==> src/pab_fifo.sv <==
`default_nettype none

module pab_fifo #(
    parameter  int WIDTH = 8,
    parameter  int DEPTH = 4,
    localparam int PW    = $clog2(DEPTH),
    localparam int CW    = $clog2(DEPTH + 1)
) (
    input  wire logic             i_clk,
    input  wire logic             i_rst_n,
    input  wire logic             i_push,
    input  wire logic [WIDTH-1:0] i_wdata,
    input  wire logic             i_pop,
    output logic      [WIDTH-1:0] o_rdata,
    output logic                  o_full,
    output logic                  o_empty
);

    logic [WIDTH-1:0] r_slot [DEPTH];
    logic [PW-1:0]    r_wr_ptr, n_wr_ptr;
    logic [PW-1:0]    r_rd_ptr, n_rd_ptr;
    logic [CW-1:0]    r_count, n_count;

    // Advance pointers with wrap at the queue depth
    always_comb begin
        n_wr_ptr = r_wr_ptr;
        n_rd_ptr = r_rd_ptr;
        n_count  = r_count;
        if (i_push) begin
            n_wr_ptr = (r_wr_ptr == PW'(DEPTH - 1)) ? '0 : r_wr_ptr + 1'b1;
        end
        if (i_pop) begin
            n_rd_ptr = (r_rd_ptr == PW'(DEPTH - 1)) ? '0 : r_rd_ptr + 1'b1;
        end
        if (i_push && !i_pop) begin
            n_count = r_count + 1'b1;
        end else if (!i_push && i_pop) begin
            n_count = r_count - 1'b1;
        end
    end

    always_ff @(posedge i_clk) begin
        if (!i_rst_n) begin
            r_wr_ptr <= '0;
            r_rd_ptr <= '0;
            r_count  <= '0;
        end else begin
            r_wr_ptr <= n_wr_ptr;
            r_rd_ptr <= n_rd_ptr;
            r_count  <= n_count;
        end
    end

    // Hold entries
    always_ff @(posedge i_clk) begin
        if (i_push) begin
            r_slot[r_wr_ptr] <= i_wdata;
        end
    end

    assign o_rdata = r_slot[r_rd_ptr];
    assign o_full  = (r_count == CW'(DEPTH));
    assign o_empty = (r_count == '0);

endmodule

`default_nettype wire

==> config.mk <==
export PLATFORM = sky130hd
export DESIGN_NAME = pab_fifo
export DESIGN_NICKNAME = d
export VERILOG_FILES = /design/src/pab_fifo.sv
export SDC_FILE = /design/constraint.sdc
export NUM_CORES = 1
export LEC_CHECK = 0
export ABC_AREA = 1
export BUFFER_PORTS_ARGS = -buffer_cell sky130_fd_sc_hd__buf_2
export CORE_MARGIN = 5
export CORE_UTILIZATION = 55
export DETAILED_ROUTE_END_ITERATION = 8
export PLACE_DENSITY = 0.88
export SETUP_SLACK_MARGIN = 0.4
export SLEW_MARGIN = 10
export SYNTH_ARGS = -nofsm -noshare
export SYNTH_HDL_FRONTEND = slang
export SYNTH_SLANG_ARGS = --single-unit
==> constraint.sdc <==
create_clock -name i_clk -period 1.8 [get_ports i_clk]
set_input_delay 0.45 -clock i_clk [delete_from_list [all_inputs] [get_ports i_clk]]
set_output_delay 0.45 -clock i_clk [all_outputs]
set_load 0.02 [all_outputs]
# --- Word level (Yosys, flattened, before mapping) ---
# Memory sizes are Yosys's and may differ from the RTL's. A register that Yosys moved wholly into a read port is not among the register bits.
# Cells that the tools add are included.
word_totals:
  out_inout_bits: 10
  elab_cells: 25
  mem_bits_rw: 32
  n_memories: 1
  ff_bits: 7
mem_list:
  columns: ["memory", "depth", "width", "rd", "rd_ports_with_merged_regs", "write_ports", "line", "rtl"]
  rows:
  - ["r_slot", 4, 8, 1, 1, 1, "19", "logic [WIDTH-1:0] r_slot [DEPTH];"]
op_classes:
  eq_ne: 3
  add_sub_neg: 4
  n_reduce_logical: 6
  muxes: 8
op_table:
  columns: ["operator", "count"]
  rows:
  - ["2-to-1 mux 2 bit", 4]
  - ["2-to-1 mux 3 bit", 2]
  - ["adder 2 x 1 -> 2 bit (second input constant)", 2]
  - ["equality test 2 bit (second input constant)", 2]
  - ["adder 3 x 1 -> 3 bit (second input constant)", 1]
  - ["equality test 3 bit (second input constant)", 1]
  - ["zero test 3 bit", 1]
  - ["subtractor 3 x 1 -> 3 bit (second input constant)", 1]
  - ["logical AND 1 bit", 2]
  - ["zero test 1 bit", 2]
  - ["2-to-1 mux 1 bit", 2]
  - ["nonzero test 2 bit", 1]

# --- Logic depth before layout (Yosys ltp) ---
depth:
  ltp_word: 4
  ltp_mapped: 10

# --- Worst setup path before layout ---
# OpenSTA, ideal clock, no wires.
synth_timing:
  path_type: "input-to-reg"
  start: "in i_pop"
  end: "reg r_count[2]"
  slack_ps: 299
  path_stages: 10
  arrival_ps: 1391
  path_cell_list: "inv_1 > ha_1 > inv_1 > fa_1 > inv_1 > nand2_1 > nand3_1 > nand2_1 > inv_1 > nor2_1"
synth_between:
  elab_chain_cells: 3
synth_lines:
  columns: ["item", "line", "rtl"]
  rows:
  - ["from (decl)", "13", "input wire logic i_pop,"]
  - ["zero test 1 bit", "35", "if (i_push && !i_pop) begin"]
  - ["logical AND 1 bit", "35", null]
  - ["2-to-1 mux 3 bit / nonzero test 2 bit (equally long branches)", null, null]
  - ["to (signal assigned)", "50", "r_count <= n_count;"]
  - ["to (decl)", "22", "logic [CW-1:0] r_count, n_count;"]
# Several ways; a longest one is shown, not always the timed one.
# A chain may end at the register's enable or synchronous reset.

==> impl_results.md <==
* Post-Syn Area per Cell at 12.2 um^2
* Fillers at 155
* Register area share after synthesis at 69.1%
* Fmax at 0.575 GHz
* GR Util All Layers at 17.7%
* CTS sink cnt at 41
* Synth Area in XOR/XNOR at 0.530%
* DP Cell Count at 187
* Num rows at 19
* Yosys cell types at 19
* Final hold vios at 0
* Post-Syn Instances at 135
* RSZ-0062 raised after global routing: yes
* Register area at 0.00116 mm^2
* Post-Synth Adder-Cell Area at 5.76%
* Maximum VDD drop at 653 uV
* Max-Slew Margin vs Limit at 73.9%
* Max-cap violations at 0
* Tightest Pin Transition at 0.390 ns
* Die Y at 64.8 um
* Worst skew pair latency at 0.34 ns
* Clock slew at reported path FFs at 0.12 ns
* Compound-gate portion of the synthesized area at 10.2%
* DIE WIDTH at 64.8 um
* Setup crit end: o_rdata[3]
* Clock Tree Buf Depth at 2
* Syn-to-layout area delta at 30.0%
* Pwr/cell area at 1000 mW/mm^2
* Die area at 0.00420 mm^2
* First-pass GRT wire length at 5.43 mm
* ANT nets after route at 0
* Initial core utilization at 58.4%
* FF-to-FF Start: r_count[1]
* Clock Tree Root: clkbuf_4
* Synth Area in Simple Gates at 9.47%
* Final Max Tran Viols at 0
* IO Count at 22
* IO Port Bufs at 21
* Final hold slack at 0.323 ns
* Main combinational cell family by area after synthesis: compound AO/OA/AOI/OAI gates
* #FFs+latches synth at 41
* Syn Nets at 154
* R2R Path End: r_count[2]
* Via/cell ratio at 5.75
* Initial antenna violation count at 0
* Core region area at 0.00283 mm^2
* Ant diodes at 0
* Fin crit share at 96.5%
* Final GP Congestion at 0.805
* FF-to-FF path depth at 7
* Hold Path Class: input pin to flop
* Hold-fix buffer count after cts at 0
* Final std cells w/o fill at 200
* Period minus WS final at 1.74 ns
* Post-DP HPWL at 2.27 mm
* Layout cells sized above 1 at 45.0%
* Setup violations, final at 0
* Largest net degree at the start of global routing at 17
* CTS tree: built
* Worst EP arrival at 1.29 ns
* DR WL/cell at 18.3 um
* DRC at 0
* Final WL at 3.67 mm
* Overflow after GRT at 0
* Crit path max fanout at 8
* Routed vias at 1150
* H-tree Lvls at 2
* Drt initial violations at 72
* Startpoint Class: flop
* CTS buffer count at 5
* Synthesis warning total at 0
* Mapped Area at 0.00165 mm^2
* Nets@finish at 187
* Critical path class: flop to output port
* First-pass DRT Iterations at 4
* Crit path capture type: output port
* Leakage Power at 0.842 nW
* Number of global-route vias before repair at 1175
* Post-synthesis mux area share at 0%
* Critical path data required time at 1.35 ns
* Area occupied by multi-input gates at 552 um^2
* Flop2flop setup slack at 0.42 ns
* Status: complete, no violations
* Max Clock Skew at 0.00682 ns
layout make-up:
| class | instances | share of cell area (%) |
|---|---|---|
| inverters | 16 | 3.55 |
| repair buffers | 28 | 11.0 |
| clock buffers | 7 | 2.56 |
| multi-input cells | 76 | 25.7 |
| clock inverters | 1 | 1.40 |
| well taps | 31 | 1.81 |
| flip-flops and latches | 41 | 54.0 |
cell usage after synthesis, drive strengths merged:
| master | n | share of area (%) |
|---|---|---|
| a21oi | 3 | 0.91 |
| buf | 2 | 1.4 |
| dfxtp | 9 | 11 |
| edfxtp | 32 | 58 |
| fa | 1 | 1.2 |
| ha | 6 | 4.5 |
| inv | 16 | 3.6 |
| nand2 | 8 | 1.8 |
| nand3 | 1 | 0.30 |
| nand4 | 1 | 0.38 |
| nor2 | 24 | 5.8 |
| nor3 | 4 | 1.2 |
| o21ai | 19 | 6.2 |
| o22ai | 8 | 3.0 |
| xor2 | 1 | 0.53 |
how the worst min path moves through the flow:
stage / start / end / depth (start not counted)
after floorplan: r_wr_ptr[1] / r_wr_ptr[1] / 2
after global placement: r_wr_ptr[1] / r_wr_ptr[1] / 2
after detailed placement: r_wr_ptr[1] / r_wr_ptr[1] / 2
after CTS: i_wdata[0] / r_slot[3][0] / 1
after global routing: i_wdata[2] / r_slot[3][2] / 1
final: i_wdata[4] / r_slot[2][4] / 1
sequential cells by signal, summed over array words and instances, names as in the netlist, named ones only:
signal and cells:
r_count 3, r_rd_ptr 2, r_slot 32, r_wr_ptr 2
report_power, final:
group | internal (mW) | switching (mW)
logic | 0.187 | 0.225
clock network | 0.332 | 0.287
registers | 1.08 | 0.0488
cell usage in the layout (no fill, tap or decap), types with 6 or more instances in the layout:
master,n
buf_6,10
o22ai_2,8
edfxtp_1,32
buf_2,11
nor2_1,19
inv_1,9
o21ai_1,7
o21ai_2,10
nand2_1,6
metrics by stage:
stage | instance area (um^2) | setup TNS [ns] | power, mW | util [%] | setup WS, ns
2_1_floorplan | 1710 | 0 | 1.32 | - | 0.376
3_3_place_gp | 1840 | 0 | 1.40 | 65.1 | 0.238
3_5_place_dp | 1840 | 0 | 1.43 | 65.1 | 0.131
4_1_cts | 2060 | 0 | 2.10 | 72.8 | 0.0463
5_1_grt | 2150 | -0.0111 | 2.25 | 75.9 | -0.0111
6_report | 2150 | 0 | 2.16 | 75.9 | 0.0621
critical path: stages (launching register included):
cell and delay (ns):
dfxtp_4 0.42, buf_8 0.14, o21ai_2 0.06, o22ai_2 0.18
buf_6 0.14
cells by family (layout without fill, tap and decap cells):
group | Yosys count | after routing
AND/OR/NAND/NOR | 38 | 38
buffers and inverters | 18 | 52
XOR/XNOR | 1 | 1
adder cells (fa/ha/maj) | 7 | 7
flip-flops | 41 | 41
AO/OA/AOI/OAI | 30 | 30
per-layer routing:
layer	vias up	routed length [um]	global-route usage (%)
li1	540	-	-
met1	578	1480	18.8
met2	25	2010	32.6
met3	7	119	4.32
met4	0	63	8.44
met5	-	0	0
what timing repair did:
action / CTS / global route
pin swaps: 5 / 8
endpoints found under the hold margin: 0 / 0
setup endpoints to repair: 10 / 19
buffers inserted: 3 / 2
gates resized for setup: 49 / 23
No activity file was read; power rests on OpenSTA's default activity.
