==> src/pab_pkg.sv <==
`default_nettype none

package pab_pkg;

    // Default sizes of the overlay store and the frame
    localparam int OVERLAY_MAX_WIDTH  = 256;
    localparam int OVERLAY_MAX_HEIGHT = 256;
    localparam int FRAME_MAX_DIM      = 4096;

    // Widest configuration register
    localparam int CFG_DATA_W = 13;

    typedef enum logic {
        OP_LOAD  = 1'b0,
        OP_BLEND = 1'b1
    } t_opcode;

    typedef enum logic [1:0] {
        CFG_LEFT   = 2'd0,
        CFG_TOP    = 2'd1,
        CFG_WIDTH  = 2'd2,
        CFG_HEIGHT = 2'd3
    } t_cfg_index;

    typedef struct packed {
        t_opcode     opcode;
        logic [11:0] column;
        logic [11:0] row;
        logic [7:0]  blue_in;
        logic [7:0]  green_in;
        logic [7:0]  red_in;
        logic [7:0]  alpha_in;
    } t_in_item;

    typedef struct packed {
        logic [7:0] blue_out;
        logic [7:0] green_out;
        logic [7:0] red_out;
    } t_out_item;

    // Overlay window registers
    typedef struct packed {
        logic signed [12:0] left;
        logic signed [12:0] top;
        logic [8:0]         width;
        logic [8:0]         height;
    } t_cfg;

    // Classified command handed from front to back (store address travels beside it)
    typedef struct packed {
        logic       is_load;
        logic       show;
        logic [7:0] blue;
        logic [7:0] green;
        logic [7:0] red;
        logic [7:0] alpha;
    } t_cmd;

endpackage

`default_nettype wire

==> src/pab_front.sv <==
`default_nettype none

module pab_front #(
    parameter  int OVERLAY_MAX_WIDTH  = pab_pkg::OVERLAY_MAX_WIDTH,
    parameter  int OVERLAY_MAX_HEIGHT = pab_pkg::OVERLAY_MAX_HEIGHT,
    parameter  int FRAME_MAX_DIM      = pab_pkg::FRAME_MAX_DIM,
    localparam int AW = $clog2(OVERLAY_MAX_WIDTH * OVERLAY_MAX_HEIGHT)
) (
    input  wire  pab_pkg::t_in_item i_data,
    input  wire  logic              i_valid,
    output logic                    o_ready,
    input  wire  pab_pkg::t_cfg     i_cfg,
    input  wire  logic              i_full,
    output logic                    o_push,
    output pab_pkg::t_cmd           o_cmd,
    output logic [AW-1:0]           o_addr
);

    import pab_pkg::*;

    localparam int XW = $clog2(OVERLAY_MAX_WIDTH);
    localparam int YW = $clog2(OVERLAY_MAX_HEIGHT);
    localparam logic [13:0] LIM_W     = 14'(OVERLAY_MAX_WIDTH);
    localparam logic [13:0] LIM_H     = 14'(OVERLAY_MAX_HEIGHT);
    localparam logic [13:0] LIM_FRAME = 14'(FRAME_MAX_DIM);

    logic signed [13:0] fx, fy;
    logic               in_frame, in_win_x, in_win_y, load_ok;
    logic [XW-1:0]      sel_x;
    logic [YW-1:0]      sel_y;

    // Position of the pixel relative to the overlay's top-left corner
    assign fx = $signed({2'b00, i_data.column}) - $signed({i_cfg.left[12], i_cfg.left});
    assign fy = $signed({2'b00, i_data.row})    - $signed({i_cfg.top[12], i_cfg.top});

    assign in_frame = ({2'b00, i_data.column} < LIM_FRAME) && ({2'b00, i_data.row} < LIM_FRAME);

    // Window test against the width and height, clipped to the store size
    assign in_win_x = !fx[13] && ({1'b0, fx[12:0]} < {5'b0, i_cfg.width})
                      && ({1'b0, fx[12:0]} < LIM_W);
    assign in_win_y = !fy[13] && ({1'b0, fy[12:0]} < {5'b0, i_cfg.height})
                      && ({1'b0, fy[12:0]} < LIM_H);

    // Drop loads that fall outside the store
    assign load_ok = ({2'b00, i_data.column} < LIM_W) && ({2'b00, i_data.row} < LIM_H);

    // Store address: load coordinates or window offset
    always_comb begin
        if (i_data.opcode == OP_LOAD) begin
            sel_x = i_data.column[XW-1:0];
            sel_y = i_data.row[YW-1:0];
        end else begin
            sel_x = fx[XW-1:0];
            sel_y = fy[YW-1:0];
        end
    end

    assign o_addr = AW'(AW'(sel_y) * AW'(OVERLAY_MAX_WIDTH)) + AW'(sel_x);

    always_comb begin
        o_cmd.is_load = (i_data.opcode == OP_LOAD);
        o_cmd.show    = in_frame && in_win_x && in_win_y;
        o_cmd.blue    = i_data.blue_in;
        o_cmd.green   = i_data.green_in;
        o_cmd.red     = i_data.red_in;
        o_cmd.alpha   = i_data.alpha_in;
    end

    assign o_ready = !i_full;
    assign o_push  = i_valid && !i_full && ((i_data.opcode == OP_BLEND) || load_ok);

endmodule

`default_nettype wire

==> config.mk <==
export PLATFORM = sky130hd
export DESIGN_NAME = pab_front
export DESIGN_NICKNAME = d
export VERILOG_FILES = /design/src/pab_pkg.sv /design/src/pab_front.sv
export SDC_FILE = /design/constraint.sdc
export NUM_CORES = 1
export LEC_CHECK = 0
export BUFFER_PORTS_ARGS = -buffer_cell sky130_fd_sc_hd__clkbuf_2
export CORE_ASPECT_RATIO = 0.6
export CORE_MARGIN = 3
export CORE_UTILIZATION = 25
export DETAILED_ROUTE_END_ITERATION = 7
export SYNTH_ARGS = -nofsm -noshare
export SYNTH_HDL_FRONTEND = slang
export SYNTH_SLANG_ARGS = --single-unit
==> constraint.sdc <==
create_clock -name vclk -period 8.6
set_clock_uncertainty 0.1 [all_clocks]
set_input_delay 1.72 -clock vclk [all_inputs]
set_output_delay 1.72 -clock vclk [all_outputs]
set_load 0.01 [all_outputs]
Yosys cells after proc, flatten, opt, wreduce, memory -nomap -nowiden
Cells that the tools add are included.
{"block": "word_totals", "word_cells": 24, "register_bits": 0, "out_inout_bits": 52, "inputBits": 103}
{"block": "classes", "n_lt_le_gt_ge": 6, "n_reduce_logical": 12, "n_bitwise": 1, "mux": 2, "addsub": 3}
{"operator": "$sub A13 B13 Y14", "n": 2}
{"operator": "$lt A13 B9 Y1", "n": 2}
{"operator": "$lt A13 B9 Y1 const B", "n": 2}
{"operator": "$lt A12 B9 Y1 const B", "n": 2}
{"operator": "$add A16 B8 Y16", "n": 1}
{"operator": "$mux W8", "n": 2}
{"operator": "$logic_and A1 B1 Y1", "n": 8}
{"operator": "$logic_not A1 Y1", "n": 3}
{"operator": "$logic_or A1 B1 Y1", "n": 1}
{"operator": "$not A1 Y1", "n": 1}

Logic depth before layout (Yosys ltp)
Gate-level depths: netlist (run 1).
{"block": "logic_depth", "depth_word": 5, "mapped_depth": 18, "mapped_depth_nobuf": 18}

Worst setup path before layout (run 1)
Ideal clock, no wire load.
{"block": "synth_timing", "path_kind": "input to output", "from": "input i_data[32] in the netlist's numbering", "to": "output o_cmd[32] in the netlist's numbering", "slack_ns": 1.649, "t_arrival_ns": 5.131, "required_time_ns": 6.780, "path_buffers": 0, "stages": 18, "path_cell_list": "inv_1 ha_1 inv_1 fa_1 a21oi_2 nor2_1 a2111oi_2 o21bai_1 a21oi_2 xnor2_1 ha_1 a211oi_2 o2111ai_1 nor4_1 o211a_1 nand4b_1 or4_1 nor4_2"}
{"item": "from (decl)", "line": "pab_front.sv:9", "text": "input wire pab_pkg::t_in_item i_data,"}
{"item": "to (decl)", "line": "pab_front.sv:15", "text": "output pab_pkg::t_cmd o_cmd,"}

==> results of run 1 <==
## metal layers
| metal | GRT usage | routed length [um] | up-vias |
|---|---|---|---|
| li1 | - | - | 1133 |
| met1 | 0.166 | 3000 | 959 |
| met2 | 0.189 | 2570 | 58 |
| met3 | 0.0160 | 260 | 2 |
| met4 | 0.00656 | 14 | 0 |
| met5 | 0 | 0 | - |
## critical path, stage by stage
cell	delay, ps
clkbuf_2	80
inv_1	70
ha_1	180
inv_1	60
fa_1	410
a21oi_2	180
nor2_1	70
a2111oi_2	430
o21bai_1	130
a21oi_2	210
xnor2_1	90
ha_1	200
a211oi_2	190
o2111ai_1	120
nor4_1	270
o211a_1	190
nand4b_1	100
or4_1	530
nor4_2	160
clkbuf_2	170
## final cells by class
cell class         instances  area share
repair buffers            91       0.186
well taps                108      0.0551
multi-input cells        214       0.681
inverters                 51      0.0781
## stage by stage
step / instance area (sq um) / std cells / power [mW]
after floorplan: 2110 / 299 / 0.144
after global placement: 2450 / 464 / 0.184
after detailed placement: 2450 / 464 / 0.188
after CTS: 2450 / 464 / 0.189
after global routing: 2450 / 464 / 0.215
final: 2450 / 464 / 0.188
## logic make-up (layout without fill, tap and decap cells)
| logic type | count (synthesis) | count (layout) | share of synthesized area |
|---|---|---|---|
| fa+ha+maj | 42 | 42 | 0.256 |
| compound gates | 65 | 65 | 0.214 |
| buf+inv | 85 | 142 | 0.208 |
| mux | 16 | 16 | 0.0830 |
| xor+xnor | 12 | 12 | 0.0498 |
| simple gates | 79 | 79 | 0.189 |
## worst paths after layout
kind,endpoint,depth (start not counted)
setup / recovery,o_cmd[32],20
hold / removal,o_cmd[0],0
## synth_stat cells, types with 2 or more instances
cell type | number | area (sq um)
o31a_1 | 2 | 17.5
xor2_1 | 3 | 26.3
o21ai_0 | 9 | 45.0
nand3_1 | 8 | 40.0
buf_4 | 32 | 240
o21a_1 | 5 | 37.5
o31ai_1 | 2 | 15.0
a21boi_0 | 2 | 15.0
mux2i_1 | 4 | 40.0
a21oi_1 | 21 | 105
nor3_1 | 9 | 45.0
nor2b_1 | 5 | 31.3
ha_1 | 40 | 500
nand2_1 | 11 | 41.3
a21oi_2 | 4 | 35.0
nand4_1 | 2 | 12.5
clkbuf_1 | 2 | 7.51
nor2_1 | 28 | 105
nor4_1 | 3 | 18.8
fa_1 | 2 | 40.0
xnor2_1 | 9 | 78.8
a21o_1 | 2 | 15.0
a211oi_1 | 3 | 22.5
nor3b_1 | 2 | 15.0
mux2_2 | 12 | 135
nor4_2 | 2 | 25.0
inv_1 | 50 | 188
## cell usage in the layout, fill, tap and decap left out, types with 4 or more instances in the layout
| cell | count |
|---|---|
| ha_1 | 40 |
| mux2_2 | 12 |
| nand3_1 | 8 |
| nor2_1 | 28 |
| clkbuf_2 | 91 |
| nor2b_1 | 5 |
| o21ai_0 | 9 |
| inv_1 | 50 |
| xnor2_1 | 9 |
| a21oi_1 | 21 |
| o21a_1 | 5 |
| nor3_1 | 9 |
| mux2i_1 | 4 |
| nand2_1 | 11 |
| a21oi_2 | 4 |
## power groups by stage
| stage | Clock, mW | Combinational, mW | Sequential [mW] |
|---|---|---|---|
| 6_report | 0 | 0.188 | 0 |
| 5_1_grt | 0 | 0.215 | 0 |
| 4_1_cts | 0 | 0.189 | 0 |
| 3_5_place_dp | 0 | 0.188 | 0 |
| 3_3_place_gp | 0 | 0.184 | 0 |
| 2_1_floorplan | 0 | 0.144 | 0 |
==> implementation parameters, run 1 <==
Parameter                              Value

Final layout
  Final core occ ... 0.305
  Sequential cells ... 0
  Number of nets in the finished design ... roughly 500
  Storage cell area ... 0 sq um
  Area growth, synth to finish ... 16.3%
  Fraction of layout cells with a size suffix above 1 ... 0.323
  Area used by multi-input combinational logic ... about 1700 sq um
  Clock buffer instance count of the final layout ... 0
  Number of diodes ... 0
  Number of fill cells ... ~900

Power and ir drop
  Register share of total power ... 0
  Net switching power of the design ... 0.102 mW
  Power Density ... 76.6 nW/um^2
  Internal portion of total power ... roughly 0.086 mW
  Peak supply drop ... approximately 0.000022 V
  Logic pwr share ... 1.000
  Fraction of power consumed by the clock network ... 0
  Switching Fraction ... 0.542
  Leakage Power ... about 1.3 nW

Logic synthesis
  Syn Area/Cell ... between 7 and 8 sq um
  Synth Warn # ... 0
  Synthesized net count ... approximately 440
  Post-synthesis instance area ... roughly 2100 sq um
  Sequential share of the synthesized area ... 0
  Cells after synthesis ... roughly 300
  Post-synthesis cell type count ... 52

Detailed routing
  Pre-antenna DRT Iters ... 4
  Via density per instance ... between 4 and 5
  Post-DR wirelength/cell ... around 13 um
  Number of nets with antenna violations after detailed routing ... 0
  Number of design-rule violations left by the first detailed-router iteration ... ~130
  Total wire length ... slightly below 6 mm
  Via Count ... 2152
  Remaining DRCs ... 0

STA
  Post-route worst setup slack ... roughly 1200 ps
  Highest achievable clock rate ... between 0.1 and 0.15 GHz
  Crit path time final ... roughly 7400 ps
  Setup repair after global routing missed its margin ... false
  Pins over their slew limit ... 0
  Tightest Pin Transition ... between 400 and 500 ps
  Number of setup violations in the final report ... 0
  Hold WS ... around 3300 ps
  Final cycle utilization of the critical path ... 0.857
  Hold Vio Cnt, Final ... 0
  Slew headroom ... 0.668
  Summed negative setup slack over all endpoints ... 0 ps

Clocking
  Buffers inserted by post-CTS timing repair ... 0
  Total of hold buffers inserted after clock tree synthesis ... 0
  Cells resized by post-CTS repair ... 0

Placed design
  Number of port buffers ... roughly 90
  Detailed placement HPWL ... 5.25 mm
  Routability congestion estimate ... between 0.8 and 0.9
  Minimum setup slack after placement ... 1200 ps

Floorplan
  Total I/O pin count ... about 160
  Cell row count ... 25
  Area of the die ... about 9600 sq um
  Die outline width ... 125 um
  Starting utilization of the core area ... 0.262
  Overall die height ... a little under 80 um
  Std-Cell Core Area ... roughly 8000 sq um

Global routing
  Antenna violations before repair ... 0
  Overall Global Routing Usage ... 0.115
  First-pass GRT wire length ... ~9.7 mm
  Overflow left after global routing ... 0
  Maximum number of pins on one net before global-route repair ... 19
  Number of global-route vias before repair ... roughly 2100

Setup path
  Required time of the critical path ... 6780 ps
  Startpoint type of the worst setup path ... input port
  Peak fanout along the critical path ... 2
  Sort of element at the end of the critical path ... output pin
  Worst setup path start ... i_data[32]
  WP data arrival ... roughly 5600 ps
  Critical path class ... in2out

Hold path
  Worst hold path startpoint ... i_data[0]
  Hold/Removal Path Class ... in2out

Status
  Run status ... complete, no violations

Run
  Max-cap violations ... 0
Note: power is estimated with default switching activity, not from simulation.
==> run 2: changes to the inputs <==
CORE_ASPECT_RATIO = unset   (was 0.6)
==> run 2 against run 1 <==
Against the previous run:
- die area shrank 0.38%
- first-iteration DRC count shrank 70%
- largest cell class unchanged
- global-route usage decreased by 0.51 points
- design area is 0.31% lower
- via count is 0.51% lower
- cell count is 1.3% lower
- maximum frequency decreased by 0.33%
- power down 1.9%
- highest routed layer unchanged
- setup slack worse by 24 ps
- critical path type unchanged
- wire length shrank 3.7%
==> implementation parameters, run 2 (synthesized netlist as in run 1, its figures left out) <==
Parameter                              Value

Status
  Run status ... complete, no violations

STA
  Slew headroom ... 0.667
  Pins over their slew limit ... 0
  Summed negative setup slack over all endpoints ... 0 ps
  Highest achievable clock rate ... 0.135 GHz
  Final cycle utilization of the critical path ... 0.860
  Tightest Pin Transition ... 499 ps
  Hold Vio Cnt, Final ... 0
  Number of setup violations in the final report ... 0
  Crit path time final ... around 7400 ps
  Setup repair after global routing missed its margin ... false

Hold path
  Worst hold path startpoint ... i_data[21]
  Worst hold path cell count ... 0
  Worst min-delay path endpoint ... o_cmd[21]
  Hold/Removal Path Class ... in2out

Setup path
  Peak fanout along the critical path ... 2
  Required time of the critical path ... between 6000 and 7000 ps
  Sort of element at the end of the critical path ... output pin
  Critical path class ... in2out
  Startpoint type of the worst setup path ... input port
  WP data arrival ... 5570 ps

Final layout
  Leading cell type in the layout, fill and taps excluded ... clkbuf_2
  Number of standard cells in the layout, taps in and fillers out ... around 460
  Final core occ ... 0.307
  Clock buffer instance count of the final layout ... 0
  Fraction of layout cells with a size suffix above 1 ... 0.323
  Number of nets in the finished design ... about 500
  Total non-filler cell area in the finished layout ... ~2400 sq um
  Commonest non-fill, non-tap cells in the layout ... 91 x clkbuf_2, 50 x inv_1, 40 x ha_1
  Storage cell area ... 0 sq um
  Sequential cells ... 0
  Area growth, synth to finish ... 15.9%
  Number of diodes ... 0
  Number of fill cells ... 858

Global routing
  First-pass GRT wire length ... 9.37 mm
  Overflow left after global routing ... 0
  Antenna violations before repair ... 0
  Overall Global Routing Usage ... 0.110
  Number of global-route vias before repair ... 2064
  Maximum number of pins on one net before global-route repair ... 19

Detailed routing
  Total wire length ... 5.63 mm
  Post-DR wirelength/cell ... around 12 um
  Via Count ... approximately 2100
  Remaining DRCs ... 0
  Via density per instance ... roughly 4.7
  Pre-antenna DRT Iters ... 4
  Number of nets with antenna violations after detailed routing ... 0
  Number of design-rule violations left by the first detailed-router iteration ... 40

Power and ir drop
  Leakage Power ... 1.34 nW
  Peak supply drop ... about 0.000028 V
  Overall power of the completed layout ... roughly 0.18 mW
  Power Density ... 75.4 nW/um^2

Placed design
  Number of port buffers ... slightly above 90
  Instance area after placement ... 2440 sq um
  Detailed placement HPWL ... about 5 mm
  Routability congestion estimate ... approximately 0.76
  Count of placed standard cells including taps ... ~460

Run
  Max-cap violations ... 0

Clocking
  Buffers inserted by post-CTS timing repair ... 0
  Total of hold buffers inserted after clock tree synthesis ... 0
  Cells resized by post-CTS repair ... 0

Floorplan
  Total I/O pin count ... 155
  Area of the die ... 9580 sq um
  Overall die height ... just under 100 um
  Die outline width ... about 100 um
  Std-Cell Core Area ... between 7000 and 8000 sq um
  Starting utilization of the core area ... 0.265
  Cell row count ... 32
## run 2: routing by layer
metal  GRT usage  vias to the layer above  wire, um
met5           0                        -         0
met4     0.00639                        0        29
met3      0.0143                        6       314
met2       0.205                       71      2860
met1       0.139                      942      2430
li1            -                     1122         -
## run 2: final cells by class
class	instances	area, sq um	share of cell area
inverter	51	191	0.0783
multi-input combinational	214	1670	0.683
tap	102	128	0.0522
timing repair buffer	91	455	0.186
## run 2: power by group
group | internal, mW | total [mW] | switching (mW)
clock | 0 | 0 | 0
combinational | 0.0861 | 0.184 | 0.0983
sequential | 0 | 0 | 0
## run 2: critical path, stage by stage
cell       delay (ps)
clkbuf_2           80
inv_1              60
ha_1              170
inv_1              70
fa_1              420
a21oi_2           170
nor2_1             70
a2111oi_2         420
o21bai_1          130
a21oi_2           210
xnor2_1            90
ha_1              200
a211oi_2          190
o2111ai_1         120
nor4_1            290
o211a_1           200
nand4b_1          100
or4_1             530
nor4_2            160
clkbuf_2          170
## run 2: worst max path at each step
| stage | start | endpoint | slack (ps) |
|---|---|---|---|
| floorplan | i_data[32] | o_cmd[32] | 1650 |
| detailed placement | i_data[32] | o_cmd[32] | 1120 |
| global placement | i_data[32] | o_cmd[32] | 1250 |
| global route | i_data[32] | o_cmd[32] | 850 |
| finish | i_data[32] | o_cmd[32] | 1210 |
| CTS | i_data[32] | o_cmd[32] | 1110 |
## run 2: stage by stage
stage                     hold WS [ps]  setup slack, ps
after floorplan                   3380             1650
after global placement            3340             1250
after detailed placement          3340             1120
after CTS                         3340             1110
after global routing              3340              845
final                             3340             1210
